===== src/rtl/implicit_list_heap_allocator_top_defines.svh =====
// Assertion macros shared by the heap allocator RTL.
`ifndef IMPLICIT_LIST_HEAP_ALLOCATOR_TOP_DEFINES_SVH
`define IMPLICIT_LIST_HEAP_ALLOCATOR_TOP_DEFINES_SVH

// The condition must hold in the same cycle as the trigger.
`define IHLA_ASSERT_NOW(lbl, trig, cond, msg) \
    lbl: assert property (@(posedge i_clk) disable iff (!i_rst_n) \
        (trig) |-> (cond)) else $error(msg);

// The condition must hold in the cycle after the trigger.
`define IHLA_ASSERT_NEXT(lbl, trig, cond, msg) \
    lbl: assert property (@(posedge i_clk) disable iff (!i_rst_n) \
        (trig) |=> (cond)) else $error(msg);

`endif


===== src/rtl/ihla_pkg.sv =====
// Types and constants shared by the heap allocator modules.
package ihla_pkg;

    // Fixed field widths of the transaction payloads.
    localparam int HEAP_BYTES_W = 14;
    localparam int REQ_W        = 16;
    localparam int OFF_W        = 13;
    localparam int NEED_W       = 14;

    // Granule geometry.
    localparam int GRANULE_BYTES   = 8;
    localparam int GRANULE_SHIFT   = 3;
    localparam int MIN_BLOCK_BYTES = 16;
    localparam int MIN_GRANULES    = 2;
    localparam int RESET_HEAP_BYTES = 8192;

    // Command codes.
    localparam logic [1:0] CMD_INIT  = 2'd0;
    localparam logic [1:0] CMD_ALLOC = 2'd1;
    localparam logic [1:0] CMD_FREE  = 2'd2;

    // Status codes.
    localparam logic [1:0] ST_OK        = 2'd0;
    localparam logic [1:0] ST_ZERO      = 2'd1;
    localparam logic [1:0] ST_EXHAUSTED = 2'd2;
    localparam logic [1:0] ST_TOO_SMALL = 2'd3;

    // Sequencer states.
    typedef enum logic [2:0] {
        S_IDLE,
        S_READ,
        S_CHECK,
        S_CARVE,
        S_FREAD,
        S_FWRITE,
        S_DONE
    } t_state;

    // Flags from the shared walk unit.
    typedef struct packed {
        logic fits;
        logic past_end;
    } t_alu_flags;

endpackage


===== src/rtl/ihla_walk_alu.sv =====
// Shared walk unit: next header position, fit compare and end block remainder.
module ihla_walk_alu #(
    parameter int AW            = 10,
    parameter int CW            = 15,
    parameter int HEAP_GRANULES = 1024
) (
    input  logic [AW-1:0]             i_pos,
    input  logic [AW-1:0]             i_size,
    input  logic [ihla_pkg::NEED_W-1:0] i_need,
    input  logic                      i_is_end,
    output logic [CW-1:0]             o_sum,
    output logic [AW-1:0]             o_rem,
    output ihla_pkg::t_alu_flags      o_flags
);

    import ihla_pkg::*;

    logic [CW-1:0] w_need_ext;
    logic [CW-1:0] w_size_ext;
    logic [CW-1:0] w_add_b;
    logic [CW-1:0] w_cmp_b;
    logic [CW-1:0] w_rem;

    // An end block must also hold the header of the new end block.
    assign w_need_ext = CW'(i_need);
    assign w_size_ext = CW'(i_size);
    assign w_add_b    = i_is_end ? w_need_ext : w_size_ext;
    assign w_cmp_b    = i_is_end ? (w_need_ext + CW'(1)) : w_need_ext;

    // One adder steps the walk or places the new end header.
    assign o_sum = CW'(i_pos) + w_add_b + CW'(1);

    // One subtractor gives both the fit test and the remaining size.
    assign w_rem            = w_size_ext - w_cmp_b;
    assign o_rem            = w_rem[AW-1:0];
    assign o_flags.fits     = (w_size_ext >= w_cmp_b);
    assign o_flags.past_end = (o_sum >= CW'(HEAP_GRANULES));

endmodule


===== config.mk =====
export PLATFORM = sky130hd
export DESIGN_NAME = ihla_walk_alu
export DESIGN_NICKNAME = d
export VERILOG_FILES = /design/src/rtl/implicit_list_heap_allocator_top_defines.svh /design/src/rtl/ihla_pkg.sv /design/src/rtl/ihla_walk_alu.sv
export SDC_FILE = /design/constraint.sdc
export NUM_CORES = 1
export LEC_CHECK = 0
export BUFFER_PORTS_ARGS = -buffer_cell sky130_fd_sc_hd__buf_2
export CELL_PAD_IN_SITES_DETAIL_PLACEMENT = 1
export CELL_PAD_IN_SITES_GLOBAL_PLACEMENT = 1
export CORE_AREA = 2 2 72 74
export DETAILED_ROUTE_END_ITERATION = 8
export DIE_AREA = 0 0 74 76
export PLACE_DENSITY = 0.73
export SYNTH_ARGS = -nofsm -noshare
export SYNTH_HDL_FRONTEND = slang
export SYNTH_SLANG_ARGS = --single-unit

===== constraint.sdc =====
create_clock -name vclk -period 5
set_input_delay 1.25 -clock vclk [all_inputs]
set_output_delay 1.25 -clock vclk [all_outputs]
set_load 0.02 [all_outputs]

==> results.tsv <==
metric	value	unit
post-synthesis xor/xnor area fraction	13.84	%
Via density	4.928	
Leak	0.9505	nW
Max VDD drop	0.07965	mV
vias in the first global route	1672	
area grow syn2layout	45.37	%
syn_area_per_cell	7.141	µm²
Compound-Gate Fraction of Synth Area	22.01	%
hold-fix buffers at CTS	0	
Crit path largest cell delay	0.48	ns
CLK BUF	0	
relative slew slack	74.76	%
GRT Overall Usage	16.49	%
Routed WL	4791	µm
RSZ-0062 raised after global routing	yes	
register area	0	µm²
dpl cell area	0.001984	mm²
Die X	74	µm
DRC	0	
total die area	0.005624	mm²
worst hold margin	2.856	ns
Mapped Area	0.001393	mm²
CORE AREA	0.004912	mm²
Core Rows	26	
Design Power	330.9	µW
Avg WL per Cell	13.73	µm
# setup viols final	0	
fillers	653	
share of post-route cells with drive strength above 1	39.43	%
Post-Syn Nets	253	
die height	76	µm
crit path time final	4.939	ns
Distinct cells, synth	39	
Setup crit start kind	primary input	
Tcrit/Tclk final	98.78	%
I/O pins	62	
nets@finish	339	
Max Used Layer	met3	
Max Cap Viol	0	
Post-Layout Inst Area	0.002024	mm²
Seq/Total Area, Yosys	0	%
Adder-Cell Fraction of Synth Area	21.74	%
slowest CP cell	or4_4	
crit path cell chain	buf_4 -> mux2_2 -> ha_1 -> a211o_1 -> a21oi_2 -> nor2_1 -> or3_4 -> or4_4 -> buf_2	
Pre-antenna DRT Iters	4	
antenna viol nets, final	0	
mux share of post-synthesis cell area	12.22	%
final hold violations	0	
initial antenna violation count	0	
Placer Congestion	0.8984	
Setup WS pre-CTS	-0.09823	ns
Final Max Tran Viols	0	
overflow left after global routing	0	
M1 WL	2104	µm
PD cells	163.5	mW/mm²
total length of routed met2 wires	2523	µm
f_max	0.2025	GHz
routed vias	1720	
Initial Util	28.35	%
largest net degree at the start of global routing	11	
multi-input logic area	0.001399	mm²
fin worst setup slack	0.06090	ns
largest family of logic cells by synthesized area	simple AND/OR/NAND/NOR gates	
met3 wire len	163	µm
first-pass GRT wire length	7762	µm
Total Neg Setup Slack	0	ns
PortBufs	62	
worst slew pin tran	0.3777	ns
worst setup path category	primary input to output pin	
FFs & Latches	0	
status	finished clean	
Iter 0 DRT Violations	37	
CP required	3.75	ns
synthesized instance count	195	
Synth Area in Simple Gates	26.42	%
Crit Path Max Fanout	10	
DP Wirelength	4187	µm
Antenna Cells	0	
post-CTS setup buffer count	0	
CP endpoint kind	output pin	
HP Class	primary input to output pin	
WP data arrival	3.69	ns
warnings from Yosys	0	
[layout make-up]
cell class,instances,area share [%]
multi-input combinational,181,69.10
timing repair buffer,86,24.35
tap,70,4.326
inverter,12,2.225
[stage by stage]
step	std cells	util, %
6_report	349	41.21
5_1_grt	349	41.21
4_1_cts	349	40.55
3_5_place_dp	349	40.40
3_3_place_gp	349	40.40
2_1_floorplan	195	-
[metal layers]
metal  up-vias  track usage [%]
li1        879                -
met1       809            22.71
met3         0           0.9259
met2        32            29.64
met4         0                0
met5         -                0
[kinds of logic (layout without fill, tap and decap cells)]
kind of cell               Yosys count  in the layout
AOI/OAI and AO/OA                   46             46
xor gates and xnor gates            22             22
adders and majority gates           23             23
buffers and inverters               14             98
muxes                               16             16
and+or+nand+nor                     74             74
[cell usage in the layout (no fill, tap or decap), types with 8 or more instances in the layout]
cell and n:
buf_2 61, buf_4 25, nor2_1 20, nand2_1 19
ha_1 19, inv_1 12, xnor2_1 12, xor2_1 10
a21oi_1 10, mux2_2 8
[Yosys cell counts, types with 3 or more instances]
library cell	count	area share, %
a21o_1	3	1.6
a21oi_1	12	4.3
a31oi_1	3	1.3
ha_1	21	19
inv_1	12	3.2
mux2_2	8	6.5
mux2i_1	8	5.8
nand2_1	19	5.1
nand4_1	7	3.1
nor2_1	20	5.4
nor2b_1	8	3.6
nor3_1	8	2.9
o21a_1	7	3.8
o21ai_0	7	2.5
xnor2_1	12	7.5
xor2_1	10	6.3
[timing repair]
action / CTS / global route
gates resized for setup: 3 / 7
pin swaps: 1 / 0
endpoints found under the setup margin: 1 / 3
[worst paths after layout]
path | from | end | cells after the start
worst min-delay path | i_need[13] | o_sum[14] | 4
worst max-delay path | i_is_end | o_flags[0] | 9
[critical path: cells and delay by family]
kind                       cells  cell delay, ns
and+or+nand+nor                3            0.93
AOI/OAI and AO/OA              2            0.52
muxes                          1            0.35
buffers and inverters          2            0.33
adders and majority gates      1            0.31
[report_power, final]
| group | switching (mW) | internal [mW] | total, mW | leakage, nW |
|---|---|---|---|---|
| logic | 0.189 | 0.142 | 0.331 | 0.950 |
| registers | 0 | 0 | 0 | 0 |
| clock network | 0 | 0 | 0 | 0 |
| total | 0.189 | 0.142 | 0.331 | 0.950 |
Note: power is estimated with default switching activity, not from simulation.
